--- src/bracket_and_quote_balance_checker_unit_macros.svh ---
// Assertion macros for the bracket and quote balance checker.
// Included by the top level, which carries the concurrent checks; no other dependencies.
`ifndef BRACKET_AND_QUOTE_BALANCE_CHECKER_UNIT_MACROS_SVH
`define BRACKET_AND_QUOTE_BALANCE_CHECKER_UNIT_MACROS_SVH

`ifndef SYNTHESIS

// Antecedent implies consequent in the same cycle
`define BQBC_ASSERT_IMP(lbl, clk, rstn, ante, cons) \
  lbl: assert property (@(posedge clk) disable iff (!rstn) (ante) |-> (cons)) \
    else $error("bqbc check failed");

// Antecedent implies consequent in the next cycle
`define BQBC_ASSERT_NXT(lbl, clk, rstn, ante, cons) \
  lbl: assert property (@(posedge clk) disable iff (!rstn) (ante) |=> (cons)) \
    else $error("bqbc check failed");

// Condition never holds
`define BQBC_ASSERT_NEVER(lbl, clk, rstn, cond) \
  lbl: assert property (@(posedge clk) disable iff (!rstn) !(cond)) \
    else $error("bqbc check failed");

`else

`define BQBC_ASSERT_IMP(lbl, clk, rstn, ante, cons)
`define BQBC_ASSERT_NXT(lbl, clk, rstn, ante, cons)
`define BQBC_ASSERT_NEVER(lbl, clk, rstn, cond)

`endif

`endif

--- src/bqbc_pkg.sv ---
// Shared types, character codes and the character classifier of the checker.
// No dependencies; imported by the top level.
package bqbc_pkg;

  localparam int unsigned StackDepthDef = 64;
  localparam int unsigned CodeW         = 3;

  typedef logic [CodeW-1:0] code_t;

  // Opener codes as kept on the stack
  localparam code_t CodeParen  = 3'd0;
  localparam code_t CodeBrack  = 3'd1;
  localparam code_t CodeBrace  = 3'd2;
  localparam code_t CodeAngle  = 3'd3;
  localparam code_t CodeSquote = 3'd4;
  localparam code_t CodeDquote = 3'd5;

  // Character values
  localparam logic [7:0] ChParenOpen  = 8'h28;
  localparam logic [7:0] ChParenClose = 8'h29;
  localparam logic [7:0] ChBrackOpen  = 8'h5B;
  localparam logic [7:0] ChBrackClose = 8'h5D;
  localparam logic [7:0] ChBraceOpen  = 8'h7B;
  localparam logic [7:0] ChBraceClose = 8'h7D;
  localparam logic [7:0] ChAngleOpen  = 8'h3C;
  localparam logic [7:0] ChAngleClose = 8'h3E;
  localparam logic [7:0] ChSquote     = 8'h27;
  localparam logic [7:0] ChDquote     = 8'h22;

  typedef enum logic [2:0] {
    KindNone,
    KindOpen,
    KindClose,
    KindSquote,
    KindDquote
  } kind_e;

  typedef struct packed {
    kind_e kind;
    code_t code;
  } char_class_t;

  // Map a raw byte to its role and stack code
  function automatic char_class_t classify(logic [7:0] ch);
    char_class_t c;
    c.kind = KindNone;
    c.code = CodeParen;
    unique case (ch)
      ChParenOpen:  begin c.kind = KindOpen;   c.code = CodeParen;  end
      ChBrackOpen:  begin c.kind = KindOpen;   c.code = CodeBrack;  end
      ChBraceOpen:  begin c.kind = KindOpen;   c.code = CodeBrace;  end
      ChAngleOpen:  begin c.kind = KindOpen;   c.code = CodeAngle;  end
      ChParenClose: begin c.kind = KindClose;  c.code = CodeParen;  end
      ChBrackClose: begin c.kind = KindClose;  c.code = CodeBrack;  end
      ChBraceClose: begin c.kind = KindClose;  c.code = CodeBrace;  end
      ChAngleClose: begin c.kind = KindClose;  c.code = CodeAngle;  end
      ChSquote:     begin c.kind = KindSquote; c.code = CodeSquote; end
      ChDquote:     begin c.kind = KindDquote; c.code = CodeDquote; end
      default:      begin c.kind = KindNone;   c.code = CodeParen;  end
    endcase
    return c;
  endfunction

endpackage

--- src/bqbc_ram.sv ---
// Generic single-write, single-read RAM with registered read data.
// No dependencies; holds the lower part of the opener stack.
module bqbc_ram #(
  parameter int unsigned Width = 8,
  parameter int unsigned Depth = 64,
  localparam int unsigned AddrW = (Depth > 1) ? $clog2(Depth) : 1
) (
  input  logic             clk_i,
  input  logic             we_i,
  input  logic [AddrW-1:0] waddr_i,
  input  logic [Width-1:0] wdata_i,
  input  logic             re_i,
  input  logic [AddrW-1:0] raddr_i,
  output logic [Width-1:0] rdata_o
);

  logic [Width-1:0] mem_q [Depth];
  logic [Width-1:0] rdata_q;

  // Write port
  always_ff @(posedge clk_i) begin
    if (we_i) begin
      mem_q[waddr_i] <= wdata_i;
    end
  end

  // Registered read port, holds when not enabled
  always_ff @(posedge clk_i) begin
    if (re_i) begin
      rdata_q <= mem_q[raddr_i];
    end
  end

  assign rdata_o = rdata_q;

endmodule

--- src/bracket_and_quote_balance_checker_unit.sv ---
// Top level of the bracket and quote balance checker: stream ports, stack control, result word.
// Depends on bqbc_pkg, bqbc_ram and the assertion macro header.
//
// Checks a byte stream, one character per word, one word per clock cycle unless stalled. A
// string ends with the word that has tlast set; after that word passes the input register and
// the check stage, the result word is offered (bit 0 balanced, bit 1 stack overflow), and the
// next string may follow straight away. The stack top and the entry below it live in registers;
// the rest of the stack sits in a RAM with one write and one registered read port, which lets a
// push or pop complete every cycle the check stage advances. The RAM needs no clearing after
// reset. An input register and the result register flank the check logic, so a stalled result
// word holds back input only once the next string's last byte reaches the check stage.
`include "bracket_and_quote_balance_checker_unit_macros.svh"

module bracket_and_quote_balance_checker_unit
  import bqbc_pkg::*;
#(
  parameter int unsigned STACK_DEPTH = StackDepthDef
) (
  input  logic       clk_i,
  input  logic       rst_ni,
  input  logic       s_axis_tvalid_i,
  output logic       s_axis_tready_o,
  input  logic [7:0] s_axis_tdata_i,   // [7:0] char_byte
  input  logic       s_axis_tlast_i,   // last_char
  output logic       m_axis_tvalid_o,
  input  logic       m_axis_tready_i,
  output logic [7:0] m_axis_tdata_o    // [0] valid_res, [1] stack_overflow, [7:2] zero
);

  localparam int unsigned CntW  = $clog2(STACK_DEPTH + 1);
  localparam int unsigned AddrW = $clog2(STACK_DEPTH);

  // Input register
  logic       in_vld_q;
  logic [7:0] in_char_q;
  logic       in_last_q;

  // Stack and string state
  logic [CntW-1:0] cnt_q, cnt_d;
  code_t           top_q, top_d;
  code_t           below_q, below_d;
  logic            sel_ram_q, sel_ram_d;
  logic            sq_q, sq_d;
  logic            dq_q, dq_d;
  logic            mis_q, mis_d;
  logic            ovf_q, ovf_d;

  // Result register
  logic out_vld_q;
  logic res_ok_q, res_ok_d;
  logic res_ovf_q, res_ovf_d;

  logic            proceed;
  logic            finish;
  char_class_t     cls;
  code_t           below;
  code_t           ram_rdata;
  logic            ram_we;
  logic            ram_re;
  logic            do_push;
  logic            do_pop;

  // Check stage advances unless it holds a last byte while a finished result is still waiting
  assign finish          = proceed & in_last_q;
  assign proceed         = in_vld_q & (~in_last_q | ~out_vld_q | m_axis_tready_i);
  assign s_axis_tready_o = ~in_vld_q | proceed;

  always_ff @(posedge clk_i or negedge rst_ni) begin
    if (!rst_ni) begin
      in_vld_q <= 1'b0;
    end else if (s_axis_tready_o) begin
      in_vld_q <= s_axis_tvalid_i;
    end
  end

  always_ff @(posedge clk_i) begin
    if (s_axis_tvalid_i && s_axis_tready_o) begin
      in_char_q <= s_axis_tdata_i;
      in_last_q <= s_axis_tlast_i;
    end
  end

  // Entry below the top: fresh RAM read after a pop, else the register copy
  assign below = sel_ram_q ? ram_rdata : below_q;

  // Push, pop and error tracking for one byte
  always_comb begin
    cls       = classify(in_char_q);
    cnt_d     = cnt_q;
    top_d     = top_q;
    below_d   = below;
    sel_ram_d = 1'b0;
    sq_d      = sq_q;
    dq_d      = dq_q;
    mis_d     = mis_q;
    ovf_d     = ovf_q;
    ram_we    = 1'b0;
    ram_re    = 1'b0;
    do_push   = 1'b0;
    do_pop    = 1'b0;

    if (proceed && !mis_q && !ovf_q) begin
      unique case (cls.kind)
        KindOpen:  do_push = 1'b1;
        KindClose: do_pop  = 1'b1;
        KindSquote: begin
          sq_d    = ~sq_q;
          do_push = ~sq_q;
          do_pop  = sq_q;
        end
        KindDquote: begin
          dq_d    = ~dq_q;
          do_push = ~dq_q;
          do_pop  = dq_q;
        end
        default: ;
      endcase
    end

    if (do_push) begin
      if (cnt_q == CntW'(STACK_DEPTH)) begin
        ovf_d = 1'b1;
      end else begin
        ram_we  = (cnt_q != '0);
        top_d   = cls.code;
        below_d = top_q;
        cnt_d   = cnt_q + CntW'(1);
      end
    end

    if (do_pop) begin
      if (cnt_q == '0 || top_q != cls.code) begin
        mis_d = 1'b1;
      end else begin
        top_d     = below;
        cnt_d     = cnt_q - CntW'(1);
        ram_re    = 1'b1;
        sel_ram_d = 1'b1;
      end
    end

    res_ok_d  = ~mis_d & ~ovf_d & (cnt_d == '0);
    res_ovf_d = ovf_d;

    // Drop all string state after the last byte
    if (finish) begin
      cnt_d = '0;
      sq_d  = 1'b0;
      dq_d  = 1'b0;
      mis_d = 1'b0;
      ovf_d = 1'b0;
    end
  end

  always_ff @(posedge clk_i or negedge rst_ni) begin
    if (!rst_ni) begin
      cnt_q     <= '0;
      sel_ram_q <= 1'b0;
      sq_q      <= 1'b0;
      dq_q      <= 1'b0;
      mis_q     <= 1'b0;
      ovf_q     <= 1'b0;
    end else begin
      cnt_q     <= cnt_d;
      sel_ram_q <= sel_ram_d;
      sq_q      <= sq_d;
      dq_q      <= dq_d;
      mis_q     <= mis_d;
      ovf_q     <= ovf_d;
    end
  end

  always_ff @(posedge clk_i) begin
    top_q   <= top_d;
    below_q <= below_d;
  end

  // Lower stack entries: old top written on push, next-below read on pop
  bqbc_ram #(
    .Width (CodeW),
    .Depth (STACK_DEPTH)
  ) u_stack_ram (
    .clk_i   (clk_i),
    .we_i    (ram_we),
    .waddr_i (AddrW'(cnt_q - CntW'(1))),
    .wdata_i (top_q),
    .re_i    (ram_re),
    .raddr_i (AddrW'(cnt_q - CntW'(3))),
    .rdata_o (ram_rdata)
  );

  // Result word, held until taken
  always_ff @(posedge clk_i or negedge rst_ni) begin
    if (!rst_ni) begin
      out_vld_q <= 1'b0;
    end else if (finish) begin
      out_vld_q <= 1'b1;
    end else if (m_axis_tready_i) begin
      out_vld_q <= 1'b0;
    end
  end

  always_ff @(posedge clk_i) begin
    if (finish) begin
      res_ok_q  <= res_ok_d;
      res_ovf_q <= res_ovf_d;
    end
  end

  assign m_axis_tvalid_o = out_vld_q;
  assign m_axis_tdata_o  = {6'b0, res_ovf_q, res_ok_q};

  // Checks
  `BQBC_ASSERT_NEVER(a_cnt_bound, clk_i, rst_ni, cnt_q > CntW'(STACK_DEPTH))
  `BQBC_ASSERT_NXT(a_clear_after_last, clk_i, rst_ni, finish,
                   cnt_q == '0 && !mis_q && !ovf_q && !sq_q && !dq_q)
  `BQBC_ASSERT_NXT(a_result_after_last, clk_i, rst_ni, finish, m_axis_tvalid_o)
  `BQBC_ASSERT_NXT(a_freeze_on_error, clk_i, rst_ni, (mis_q || ovf_q) && !finish,
                   $stable(cnt_q) && $stable(sq_q) && $stable(dq_q))
  `BQBC_ASSERT_IMP(a_single_error, clk_i, rst_ni, mis_q, !ovf_q)

endmodule
--- config.mk ---
export PLATFORM = sky130hd
export DESIGN_NAME = bracket_and_quote_balance_checker_unit
export DESIGN_NICKNAME = d
export VERILOG_FILES = /design/src/bqbc_pkg.sv /design/src/bqbc_ram.sv /design/src/bracket_and_quote_balance_checker_unit.sv
export VERILOG_INCLUDE_DIRS = /design/src /design/src/src
export SDC_FILE = /design/constraint.sdc
export NUM_CORES = 1
export LEC_CHECK = 0
export BUFFER_PORTS_ARGS = -buffer_cell sky130_fd_sc_hd__buf_2
export CAP_MARGIN = 20
export CORE_MARGIN = 10
export CORE_UTILIZATION = 55
export DETAILED_ROUTE_END_ITERATION = 6
export PLACE_DENSITY_LB_ADDON = 0.05
export SLEW_MARGIN = 10
export SYNTH_ARGS = -nofsm -noshare
export SYNTH_HDL_FRONTEND = slang
export SYNTH_SLANG_ARGS = --single-unit
--- constraint.sdc ---
create_clock -name clk_i -period 7.99 [get_ports clk_i]
set_input_delay 1.1985 -clock clk_i [delete_from_list [all_inputs] [get_ports clk_i]]
set_output_delay 1.1985 -clock clk_i [all_outputs]
set_load 0.01 [all_outputs]
==> impl_metrics.json <==
{
  "finalCritPeriodShare_pct": 51.7,
  "hold_path.class": "register to register",
  "ys_ff_latch": 226,
  "cts_tree": "done",
  "max_stage_delay_ns": 1.04,
  "layout.nets": 629,
  "cp_max_fo": 54,
  "cp-startpoint": "cnt_q[0]",
  "port_buffers": 16,
  "wirelength_microns": 20100,
  "dr.pass1.iters": 5,
  "hold_viol_final": 0,
  "critPathArrivalTime_ns": 4.48,
  "ys_top_cells_by_area": "edfxtp_1, mux4_2, nor2_1",
  "yosys.area.top_type": "edfxtp_1",
  "drt_iter0_drc": 383,
  "rsz0062_at_grt": "no",
  "grt_pass1_wl_microns": 31600,
  "post_cts_buffers": 0,
  "synthTopCellsByCount": "edfxtp_1, nor2_1, mux4_2",
  "synth_top_area_share_pct": 62.6,
  "worst-path-stages": 9,
  "post_drt_wl_per_cell_microns": 23.5,
  "detail-route-antenna-nets": 0,
  "power_mw": 2.98,
  "vias": 5272,
  "async_flop_share_pct": 6.19,
  "synth_ff_type": "edfxtp_1",
  "start_util_pct": 56.5,
  "dp_hpwl_microns": 12400,
  "num_rows": 48,
  "vias_per_cell": 6.17,
  "crit_type": "register to register",
  "clk_pin_slew_worst_paths_ns": 0.06,
  "reg2reg_slack_ns": 3.86,
  "maxSlewViolCount": 0,
  "cts_root_buf": "clkbuf_16",
  "gp_congestion": 0.798,
  "ys_seq_area_share_pct": 67.4,
  "period_needed_ns": 4.13,
  "place_area_sq_mm": 0.0102,
  "diodes": 0,
  "maxCapViolCount": 0,
  "grt_start_max_net_pins": 74,
  "layout-drive-gt1-share_pct": 21.7,
  "stdcell_area_sq_mm": 0.0109,
  "grt_usage_pct": 16.8,
  "cp_slowest_cell": "dfrtp_4",
  "skew_ns": 0.0134,
  "r2r_start": "cnt_q[0]",
  "num_io_pins": 23,
  "p_leak_nw": 3.37,
  "n_fill_cell": 1273,
  "area_growth_pct": 10.0,
  "outcome": "finished, final reports clean",
  "cp_top_family": "simple AND/OR/NAND/NOR gates",
  "insertion_delay_ns": 0.52,
  "fmax_mhz": 242,
  "synth_most_common_cell": "edfxtp_1",
  "cts_buffers": 23,
  "core_sq_mm": 0.0175,
  "fin_ws_ns": 3.86,
  "drc": 0,
  "synth-edff-count": 206,
  "worstSetupEndpoint": "res_ok_q",
  "grt_overflow_total": 0,
  "setup-violations-final": 0,
  "vdd_drop_max_v": 0.000202,
  "h-tree-depth": 1,
  "grt_pass1_vias": 5274,
  "power_density_mw_per_mm2": 274,
  "synthCells": 597,
  "synth.distinct_cells": 68,
  "setup_tns_ns": 0,
  "r2r-end": "res_ok_q",
  "antenna_found_initial": 0,
  "dp_slack_ns": 3.75,
  "avgSynthCellArea_sq_um": 16.6,
  "rr_worst_depth": 9,
  "cp-end-kind": "register",
  "tightest_slew_ns": 1.01,
  "cts_resized": 0,
  "slew_headroom_pct": 32.8,
  "dieArea_sq_mm": 0.0237,
  "cts_sinks": 226,
  "cp_num_buf_inv": 1,
  "die_h_microns": 154,
  "ctsHoldBuffers": 0,
  "worstPathRequired_ns": 8.33,
  "start_kind": "register",
  "hp-start": "in_vld_q",
  "cts_buffer_depth": 3,
  "syn_area_sq_mm": 0.00988,
  "yosysWarningCount": 0,
  "die_w_microns": 154,
  "path_cells": "inv_1 -> ha_2 -> a32o_1 -> nor3_1 -> o2111ai_4 -> nor3_4 -> mux2i_1 -> nand4bb_1 -> nor4b_2"
}
-- report_power, final --
part | internal, mW | leakage (nW) | switching (mW)
sequential | 1.40 | 2.08 | 0.0224
combinational | 0.204 | 0.948 | 0.338
clock | 0.574 | 0.344 | 0.435
total | 2.18 | 3.37 | 0.795
-- final cells by class --
cell class / count / area (sq um) / share of cell area, %
tap: 225 / 282 / 2.59
inverter: 10 / 37.5 / 0.345
timing repair buffer: 22 / 138 / 1.27
multi-input combinational: 330 / 3040 / 28.0
sequential: 226 / 6660 / 61.3
clock inverter: 8 / 52.6 / 0.483
clock buffer: 34 / 658 / 6.05
-- layer usage --
metal  up-vias  track usage, %  wire length, microns
li1       2372               -                     -
met2       163            26.1                  9570
met5         -               0                     0
met3        28            3.35                  1280
met1      2709            24.1                  8900
met4         0            3.69                   345
-- kinds of logic after synthesis --
kind of cell / count (synthesis) / synth area share [%]
AOI/OAI and AO/OA: 49 / 4.12
other: 1 / 0.0380
xor gates and xnor gates: 21 / 1.86
muxes: 71 / 14.8
buffers and inverters: 46 / 2.25
DFF: 226 / 67.4
and+or+nand+nor: 180 / 9.16
adders and majority gates: 3 / 0.380
-- cells in the final DEF (no fill, tap or decap), drive strengths merged, types with 5 or more instances in the layout --
cell type,netlist,layout
a21oi,7,7
dfrtp,14,14
mux4,60,60
dfxtp,6,6
buf,19,22
nor3,7,7
edfxtp,206,206
nand2b,7,7
nor4,7,7
xor2,5,5
nand2,22,22
o21ai,8,8
clkbuf,17,34
clkinv,0,6
mux2i,8,8
nor2,95,95
nand3,10,10
inv,10,11
xnor2,16,16
a211oi,7,7
nor2b,6,6
conb,1,6
-- sequential cells by signal, indices dropped and copies added, names as in the netlist, 3 cells and up --
register / count
top_q: 3
u_stack_ram.rdata_o: 3
in_char_q: 8
u_stack_ram.mem_q: 192
below_q: 3
cnt_q: 7
-- worst min path at each step --
stage	to	depth (start not counted)	slack (ns)
2_1_floorplan	mis_q	2	0.49
3_3_place_gp	m_axis_tvalid_o	2	0.50
3_5_place_dp	mis_q	2	0.53
4_1_cts	m_axis_tvalid_o	2	0.54
5_1_grt	ovf_q	1	0.58
6_report	m_axis_tvalid_o	2	0.54
-- through the flow --
stage                     utilization, %  std cells  hold WS [ns]
after floorplan                        -        602         0.486
after global placement              58.0        812         0.504
after detailed placement            58.1        813         0.530
after CTS                           62.1        855         0.544
after global routing                62.2        855         0.576
final                               62.2        855         0.536
-- tightest hold or removal path, delay by kind of cell, from the launching register on --
kind	cells	cell delay [ns]
AND/OR/NAND/NOR	2	0.14
flip-flops	1	0.36
Note: power is estimated with default switching activity, not from simulation.
